<file path="src/hdl/efe_pkg.sv">
`timescale 1ns / 1ps
// ----------------------------------------------------------------------------
// Escaped frame encoder package
// Command codes, register indexes, constant bytes and the types passed
// between the decode and output stages.
// ----------------------------------------------------------------------------
package efe_pkg;

    localparam int BURST_MAX = 3;
    localparam int IDX_W     = 2;

    localparam logic [1:0] MODE_START = 2'd0;
    localparam logic [1:0] MODE_DATA  = 2'd1;
    localparam logic [1:0] MODE_END   = 2'd2;

    localparam logic [1:0] NL_NONE  = 2'd0;
    localparam logic [1:0] NL_LF    = 2'd1;

    localparam logic [1:0] REG_START_CHAR   = 2'd0;
    localparam logic [1:0] REG_END_CHAR     = 2'd1;
    localparam logic [1:0] REG_ESCAPE_CHAR  = 2'd2;
    localparam logic [1:0] REG_NEWLINE_MODE = 2'd3;

    localparam logic [7:0] BYTE_LF = 8'h0A;
    localparam logic [7:0] BYTE_CR = 8'h0D;

    localparam logic [7:0] RST_START_CHAR  = 8'd2;
    localparam logic [7:0] RST_END_CHAR    = 8'd3;
    localparam logic [7:0] RST_ESCAPE_CHAR = 8'd27;

    typedef struct packed {
        logic [7:0] start_char;
        logic [7:0] end_char;
        logic [7:0] escape_char;
        logic [1:0] newline_mode;
    } cfg_t;

    // Up to three bytes caused by one request, with the index of the final one.
    typedef struct packed {
        logic [BURST_MAX-1:0][7:0] bytes;
        logic [IDX_W-1:0]          last_idx;
        logic                      err;
    } burst_t;

endpackage

</file>
<file path="src/hdl/efe_cmd_decode.sv">
`timescale 1ns / 1ps
// ----------------------------------------------------------------------------
// Escaped frame encoder command decode
// Turns one registered request into its burst of output bytes and the
// next value of the in-frame flag.
// ----------------------------------------------------------------------------
module efe_cmd_decode
    import efe_pkg::*;
(
    input  logic [1:0] mode,
    input  logic [7:0] data_byte,
    input  logic       in_frame,
    input  cfg_t       cfg,
    output burst_t     burst,
    output logic       in_frame_next
);

    always_comb
    begin
        burst.bytes    = '0;
        burst.last_idx = '0;
        burst.err      = 1'b1;
        in_frame_next  = in_frame;
        unique case (mode)
            MODE_START:
            begin
                if (!in_frame)
                begin
                    burst.err      = 1'b0;
                    burst.bytes[0] = cfg.start_char;
                    in_frame_next  = 1'b1;
                end
            end
            MODE_DATA:
            begin
                if (in_frame)
                begin
                    burst.err = 1'b0;
                    // A byte matching either special value gets one escape prefix.
                    if ((data_byte == cfg.escape_char) || (data_byte == cfg.end_char))
                    begin
                        burst.bytes[0] = cfg.escape_char;
                        burst.bytes[1] = data_byte;
                        burst.last_idx = 2'd1;
                    end
                    else
                    begin
                        burst.bytes[0] = data_byte;
                    end
                end
            end
            MODE_END:
            begin
                if (in_frame)
                begin
                    burst.err      = 1'b0;
                    burst.bytes[0] = cfg.end_char;
                    in_frame_next  = 1'b0;
                    unique case (cfg.newline_mode)
                        NL_NONE:
                        begin
                            burst.last_idx = 2'd0;
                        end
                        NL_LF:
                        begin
                            burst.bytes[1] = BYTE_LF;
                            burst.last_idx = 2'd1;
                        end
                        default:
                        begin
                            burst.bytes[1] = BYTE_CR;
                            burst.bytes[2] = BYTE_LF;
                            burst.last_idx = 2'd2;
                        end
                    endcase
                end
            end
            default:
            begin
                burst.err = 1'b1;
            end
        endcase
    end

endmodule

</file>
<file path="src/hdl/efe_out_seq.sv">
`timescale 1ns / 1ps
// ----------------------------------------------------------------------------
// Escaped frame encoder output sequencer
// Holds one burst in the result register and presents its bytes one per
// accepted output request.
// ----------------------------------------------------------------------------
module efe_out_seq
    import efe_pkg::*;
(
    input  logic       clk,
    input  logic       rst_n,
    input  logic       load,
    input  burst_t     burst,
    output logic       free,
    output logic       out_valid,
    input  logic       out_ready,
    output logic [7:0] out_byte,
    output logic       byte_valid,
    output logic       protocol_error,
    output logic       last
);

    logic             busy_reg;
    logic             busy_next;
    logic [IDX_W-1:0] idx_reg;
    logic [IDX_W-1:0] idx_next;
    burst_t           burst_reg;
    logic             at_last;
    logic             out_fire;

    assign at_last  = (idx_reg == burst_reg.last_idx);
    assign out_fire = busy_reg && out_ready;
    assign free     = !busy_reg || (out_ready && at_last);

    always_comb
    begin
        busy_next = busy_reg;
        idx_next  = idx_reg;
        if (load)
        begin
            busy_next = 1'b1;
            idx_next  = '0;
        end
        else if (out_fire)
        begin
            if (at_last)
            begin
                busy_next = 1'b0;
            end
            else
            begin
                idx_next = idx_reg + 2'd1;
            end
        end
    end

    always_ff @(posedge clk or negedge rst_n)
    begin
        if (!rst_n)
        begin
            busy_reg <= 1'b0;
            idx_reg  <= '0;
        end
        else
        begin
            busy_reg <= busy_next;
            idx_reg  <= idx_next;
        end
    end

    always_ff @(posedge clk)
    begin
        if (load)
        begin
            burst_reg <= burst;
        end
    end

    always_comb
    begin
        unique case (idx_reg)
            2'd0:    out_byte = burst_reg.bytes[0];
            2'd1:    out_byte = burst_reg.bytes[1];
            2'd2:    out_byte = burst_reg.bytes[2];
            default: out_byte = '0;
        endcase
    end

    assign out_valid      = busy_reg;
    assign byte_valid     = !burst_reg.err;
    assign protocol_error = burst_reg.err;
    assign last           = at_last;

endmodule

</file>
<file path="src/hdl/escaped_frame_encoder.sv">
`timescale 1ns / 1ps
// A request's first byte goes from the input register into the result register,
// which presents it on the output; while busy, the result register holds it back.
// Throughput: one request per cycle when it gives one byte and out_ready is high;
// a request giving more bytes holds the result register, one byte per output request.
// Reset (rst_n low, asynchronous) empties both registers, clears the in-frame
// flag and restores the configuration defaults.
// ----------------------------------------------------------------------------
// Escaped frame encoder
// Byte-stuffing frame encoder with an input register, command decode and a
// result register that streams each burst of bytes.
// ----------------------------------------------------------------------------
module escaped_frame_encoder
    import efe_pkg::*;
(
    input  logic       clk,
    input  logic       rst_n,
    input  logic       cfg_wr_en,
    input  logic [1:0] cfg_index,
    input  logic [7:0] cfg_wdata,
    input  logic       in_valid,
    output logic       in_ready,
    input  logic [1:0] mode,
    input  logic [7:0] data_byte,
    output logic       out_valid,
    input  logic       out_ready,
    output logic [7:0] out_byte,
    output logic       byte_valid,
    output logic       protocol_error,
    output logic       last
);

    cfg_t       cfg_reg;
    logic       hold_valid_reg;
    logic       hold_valid_next;
    logic [1:0] hold_mode_reg;
    logic [7:0] hold_data_reg;
    logic       in_frame_reg;
    logic       in_frame_next;
    burst_t     burst;
    logic       free;
    logic       load;

    always_ff @(posedge clk or negedge rst_n)
    begin
        if (!rst_n)
        begin
            cfg_reg.start_char   <= RST_START_CHAR;
            cfg_reg.end_char     <= RST_END_CHAR;
            cfg_reg.escape_char  <= RST_ESCAPE_CHAR;
            cfg_reg.newline_mode <= NL_NONE;
        end
        else if (cfg_wr_en)
        begin
            unique case (cfg_index)
                REG_START_CHAR:   cfg_reg.start_char   <= cfg_wdata;
                REG_END_CHAR:     cfg_reg.end_char     <= cfg_wdata;
                REG_ESCAPE_CHAR:  cfg_reg.escape_char  <= cfg_wdata;
                REG_NEWLINE_MODE: cfg_reg.newline_mode <= cfg_wdata[1:0];
                default:          cfg_reg.newline_mode <= cfg_reg.newline_mode;
            endcase
        end
    end

    // The held request moves on as soon as the result register can take its burst.
    assign load     = hold_valid_reg && free;
    assign in_ready = !hold_valid_reg || free;

    always_comb
    begin
        hold_valid_next = hold_valid_reg;
        if (in_valid && in_ready)
        begin
            hold_valid_next = 1'b1;
        end
        else if (load)
        begin
            hold_valid_next = 1'b0;
        end
    end

    always_ff @(posedge clk or negedge rst_n)
    begin
        if (!rst_n)
        begin
            hold_valid_reg <= 1'b0;
            in_frame_reg   <= 1'b0;
        end
        else
        begin
            hold_valid_reg <= hold_valid_next;
            if (load)
            begin
                in_frame_reg <= in_frame_next;
            end
        end
    end

    always_ff @(posedge clk)
    begin
        if (in_valid && in_ready)
        begin
            hold_mode_reg <= mode;
            hold_data_reg <= data_byte;
        end
    end

    efe_cmd_decode u_decode (
        .mode          (hold_mode_reg),
        .data_byte     (hold_data_reg),
        .in_frame      (in_frame_reg),
        .cfg           (cfg_reg),
        .burst         (burst),
        .in_frame_next (in_frame_next)
    );

    efe_out_seq u_out (
        .clk            (clk),
        .rst_n          (rst_n),
        .load           (load),
        .burst          (burst),
        .free           (free),
        .out_valid      (out_valid),
        .out_ready      (out_ready),
        .out_byte       (out_byte),
        .byte_valid     (byte_valid),
        .protocol_error (protocol_error),
        .last           (last)
    );

endmodule

</file>
<file path="config.mk">
export PLATFORM = sky130hd
export DESIGN_NAME = escaped_frame_encoder
export DESIGN_NICKNAME = d
export VERILOG_FILES = /design/src/hdl/efe_pkg.sv /design/src/hdl/efe_cmd_decode.sv /design/src/hdl/efe_out_seq.sv /design/src/hdl/escaped_frame_encoder.sv
export SDC_FILE = /design/constraint.sdc
export NUM_CORES = 1
export LEC_CHECK = 0
export BUFFER_PORTS_ARGS = -buffer_cell sky130_fd_sc_hd__buf_4
export CORE_ASPECT_RATIO = 1.4
export CORE_MARGIN = 1.5
export CORE_UTILIZATION = 39
export CTS_CLUSTER_DIAMETER = 60
export DETAILED_ROUTE_END_ITERATION = 10
export MAX_ROUTING_LAYER = met4
export REMOVE_ABC_BUFFERS = 1
export SLEW_MARGIN = 10
export SYNTH_ARGS = -nofsm -noshare
export SYNTH_HDL_FRONTEND = slang
export SYNTH_SLANG_ARGS = --single-unit
</file>
<file path="constraint.sdc">
create_clock -name clk -period 5.03 [get_ports clk]
set_input_delay 1.006 -clock clk [delete_from_list [all_inputs] [get_ports clk]]
set_output_delay 1.006 -clock clk [all_outputs]
set_load 0.01 [all_outputs]
</file>
# --- Word level (Yosys, flattened, before mapping) ---
# Cells that the tools add are included.
classes:
  addsub: 1
  eq_ne: 12
  mux: 24
  reduce_logical: 27
ops:
  columns: ["operator", "count"]
  rows:
  - ["$pmux W8 S3", 2]
  - ["$mux W19", 2]
  - ["$mux W8", 3]
  - ["$eq A8 B8 Y1", 2]
  - ["$pmux W8 S2", 1]
  - ["$reduce_and A2 Y1", 8]
  - ["$eq A2 B1 Y1 const B", 4]
  - ["$eq A2 B2 Y1 const B", 4]
  - ["$logic_not A2 Y1", 4]
  - ["$pmux W2 S2", 2]
  - ["$pmux W4 S2", 1]
  - ["$reduce_bool A2 Y1", 4]
  - ["$mux W1", 7]
  - ["$mux W2", 3]
  - ["$logic_and A1 B1 Y1", 4]
  - ["$mux W4", 1]
  - ["$logic_not A1 Y1", 3]
  - ["$logic_or A1 B1 Y1", 3]
  - ["$pmux W1 S3", 1]
  - ["$add A2 B1 Y2 const B", 1]
  - ["$eq A2 B2 Y1", 1]
  - ["$ne A2 B2 Y1 const B", 1]
  - ["$pmux W1 S2", 1]
  - ["$reduce_or A2 Y1", 1]
totals:
  ff_bits: 64
  input_bits: 25
  output_inout_bits: 13
  elab_cells: 79

# --- Logic depth before layout (Yosys ltp) ---
logic_depth:
  ltp_word: 6
  ltp_mapped: 6

# --- Cells and area by module ---
# Synthesis repeated with hierarchy kept, for this count alone.
hier_totals:
  cells_unflattened: 237
  area_unflattened_um2: 3241.9
modules_own_cells:
  columns: ["mod", "instances", "cells_per_inst", "area_per_inst_um2", "seq_area_each_um2"]
  rows:
  - ["escaped_frame_encoder", 1, 73, 1385.1, 1009.7]
  - ["efe_out_seq", 1, 71, 1171.1, 885.8]
  - ["efe_cmd_decode", 1, 93, 685.7, 0.0]

# --- Worst setup path before layout ---
# Ideal clock, no wire load.
synth_path:
  path_kind: "input port to flip-flop"
  from: "input out_ready"
  to: "register u_out.burst_reg[10] (netlist name), enable pin"
  setup_ns: 0.402
  t_arrival_ns: 2.101
  required_time_ns: 4.628
  path_slack_ns: 2.527
  path_stages: 2
  n_path_buf: 0
  path_cell_list: "a31oi_1 -> nor2b_1"
synth_between:
  elab_chain_cells: 3
synth_rtl:
  columns: ["item", "line_no", "text"]
  rows:
  - ["start: declaration", "escaped_frame_encoder.sv:26", "input logic out_ready,"]
  - ["$logic_and A1 B1 Y1", "efe_out_seq.sv:33", "assign free = !busy_reg || (out_ready && at_last);"]
  - ["$logic_or A1 B1 Y1", "efe_out_seq.sv:33", null]
  - ["$logic_and A1 B1 Y1", "escaped_frame_encoder.sv:66", "assign load = hold_valid_reg && free;"]
  - ["via load", "escaped_frame_encoder.sv:42", "logic load;"]
  - ["end signal: assignment", "efe_out_seq.sv:75", "burst_reg <= burst;"]
  - ["end: declaration", "efe_out_seq.sv:27", "burst_t burst_reg;"]
# The timed path passes the listed nets, and every way through them passes these cells.
# A chain may end at the register's enable or synchronous reset.

# --- Worst setup path after layout ---
layout_path:
  from: "register u_out.idx_reg[0]"
  to: "output out_byte[3]"
layout_between:
  elab_chain_cells: 2
  word_cells_on_any_way: 4
  classes_between: "eq/ne (2); mux (1); reduce/logical (1)"
layout_rtl:
  columns: ["item", "line_no", "text"]
  rows:
  - ["start: declaration", "efe_out_seq.sv:25", "logic [IDX_W-1:0] idx_reg;"]
  - ["start signal: assignment", "efe_out_seq.sv:67", "idx_reg <= idx_next;"]
  - ["$eq A2 B2 Y1, or another cell as far along", "efe_out_seq.sv:81", "unique case (idx_reg)"]
  - ["$pmux W8 S3 (*)", "efe_out_seq.sv:81", null]
  - ["end: declaration", "escaped_frame_encoder.sv:27", "output logic [7:0] out_byte,"]
# Mark *: on every way between the ends. The rest lies on a longest branch, timed or not.

==> metrics.csv <==
metric,value,unit
period utilization,0.550,
Setup Buffers After CTS,0,
CP max stage cell,dfrtp_1,
Power Dens Cells,494,mW/mm^2
vias in the first global route,1898,
H-tree depth,3,
synthesized area per cell,13.2,um^2
internal power,1.14,mW
M1 WL,2410,um
"Max FO, Critical Path",8,
Sw Share,0.330,
Routed WL,5640,um
wire per inst,15.6,um
Final Hold Vio Count,0,
endpoints failing setup,0,
Leak,1.34,nW
Ys Warns,0,
RSZ-0062 raised after global routing,no,
status,"complete, no violations",
Final HPWL DP,4240,um
Max-cap violations,0,
Core Region,0.00727,mm^2
Slew Limit Fails,0,
cts hold-fix bufs,0,
Psw,0.561,mW
clock buffer count from CTS,9,
first-pass iteration count of the detailed router,5,
share of cells above drive strength 1,0.341,
Hold Crit Class,reg -> reg,
Synth Register Bits,61,
setup skew after layout,0.00549,ns
Layout fillers,651,
fin util,0.474,
drt first-iter violations,69,
Unique masters post-synth,38,
die area,0.00799,mm^2
die height,105,um
most frequent cells in the layout,"buf_4 (37), edfxtp_1 (30), mux2_2 (26), dfrtp_1 (24), xnor2_1 (18)",
Final Net Count,292,
Setup crit end kind,output port,
CP max stage delay,0.44,ns
Slew headroom,0.223,
RD Place Congestion,0.821,
Max Used Layer,met4,
GRT overflow,0,
kind of cell adding the most delay to the critical path,flip-flops,
Worst EP required,4.02,ns
"critical path, cell by cell","inv_1, ha_1, a222oi_1, nor2_1, buf_4",
maximum root-to-sink buffer count,2,
CTS tree,built,
Cells after Synth,220,
sequential share of power,0.464,
n_diodes,0,
WP data arrival,1.76,ns
CTS Root Cell,clkbuf_8,
cts repair resizes,0,
Comb power frac,0.312,
critical path class,reg -> out,
Tightest Pin Transition,1.17,ns
min Tclk post-route,2.77,ns
DR vias,1845,
clk slew on worst S/H paths,0.06,ns
Initial Util,0.400,
initial antenna violation count,0,
Area Overhead vs Synth,18.4,%
io pins,38,
setup tns final,0,ns
number of flip-flops under the largest register name,26,
Peak VDD IR,191,uV
Critical Path Source Type,flop,
crit path buf inv count,2,
Avg Vias per Cell,5.11,
met3 WL,223,um
Synth Cell Area,0.00291,mm^2
largest net degree at the start of global routing,32,
clk_lat worst skew,0.34,ns
"most common cell after layout, fill and taps aside",buf_4,
Tot GR Track Use,0.160,
IO buf count,37,
post-synthesis sequential area ratio,0.580,
DIE WIDTH,76.0,um
drc violations,0,
Final ANT Viol Nets,0,
clk sinks,61,
WL met2,2900,um
first-pass GRT wire length,9320,um
Fmax achieved,0.361,GHz
clock power share,0.223,
num rows,37,
-- worst paths after layout --
kind | depth (start not counted) | endpoint | start | slack (ns)
max reg2reg | 5 | u_out.burst_reg[11] | hold_data_reg[0] | 2.63
max | 5 | out_byte[3] | u_out.idx_reg[0] | 2.26
min reg2reg | 1 | cfg_reg[25] | cfg_reg[25] | 0.52
min | 1 | cfg_reg[25] | cfg_reg[25] | 0.52
max in group asynchronous | 1 | cfg_reg[5] | rst_n | 4.10
min in group asynchronous | 1 | hold_valid_reg | rst_n | 0.59
-- through the flow --
| stage | power, mW | cell area, um^2 | hold WS [ns] | cells | worst slack, ns |
|---|---|---|---|---|---|
| global route | 1.81 | 3440 | 0.548 | 361 | 2.14 |
| floorplan | 1.11 | 2870 | 0.479 | 211 | 2.53 |
| CTS | 1.72 | 3440 | 0.519 | 361 | 2.25 |
| finish | 1.70 | 3440 | 0.518 | 361 | 2.26 |
| global placement | 1.32 | 3270 | 0.498 | 345 | 2.38 |
| detailed placement | 1.33 | 3270 | 0.504 | 345 | 2.36 |
-- final cells by class --
cell class,count,area [um^2],area share
clock buffer,12,155,0.0451
clock inverter,4,21.3,0.00618
tap,97,121,0.0352
sequential,61,1690,0.489
multi-input combinational,143,1160,0.336
inverter,7,26.3,0.00763
timing repair buffer,37,278,0.0807
-- layer usage --
layer / vias to the layer above / global-route usage
li1: 906 / -
met1: 881 / 0.171
met2: 51 / 0.272
met3: 7 / 0.0419
met4: 0 / 0.0807
met5: - / -
-- synth_stat cells --
library cell,n,area [um^2]
dfrtp_1,24,601
and3_4,1,11.3
nor2_1,9,33.8
o21ai_1,1,5.00
nor3b_2,1,12.5
nor2b_1,3,18.8
buf_2,1,5.00
inv_1,7,26.3
clkbuf_1,4,15.0
o21bai_1,1,7.51
nand2b_1,1,6.26
o2111ai_1,1,8.76
ha_1,8,100
nand4b_1,1,8.76
a31oi_1,2,12.5
and3_1,6,37.5
and2_1,2,12.5
nand3b_1,3,22.5
mux2i_1,8,80.1
xnor2_1,18,158
a32o_1,1,10.0
a32oi_1,7,61.3
edfxtp_1,30,901
o22ai_1,11,68.8
nand4_1,4,25.0
buf_6,1,11.3
a222oi_1,2,20.0
nand3_2,1,10.0
mux2_2,26,293
or2_2,1,6.26
o21ai_0,3,15.0
dfstp_2,7,184
a21oi_1,4,20.0
nor3_1,1,5.00
a22oi_1,6,45.0
buf_1,3,11.3
nand2_1,9,33.8
nand3_1,1,5.00
-- power groups by stage --
| stage | sequential (mW) | clock [mW] | combinational [mW] |
|---|---|---|---|
| after floorplan | 0.765 | 0 | 0.349 |
| after global placement | 0.795 | 0 | 0.529 |
| after detailed placement | 0.799 | 0 | 0.536 |
| after CTS | 0.789 | 0.393 | 0.538 |
| after global routing | 0.804 | 0.419 | 0.587 |
| final | 0.790 | 0.380 | 0.531 |
-- logic make-up (layout without fill, tap and decap cells) --
| logic type | Yosys count | after routing | synth area share |
|---|---|---|---|
| compound gates | 39 | 39 | 0.0942 |
| xor+xnor | 18 | 18 | 0.0542 |
| fa+ha+maj | 8 | 8 | 0.0344 |
| buf+inv | 16 | 60 | 0.0237 |
| flops | 61 | 61 | 0.580 |
| mux | 34 | 34 | 0.128 |
| simple gates | 44 | 44 | 0.0856 |
(Power assumes the default switching activity.)
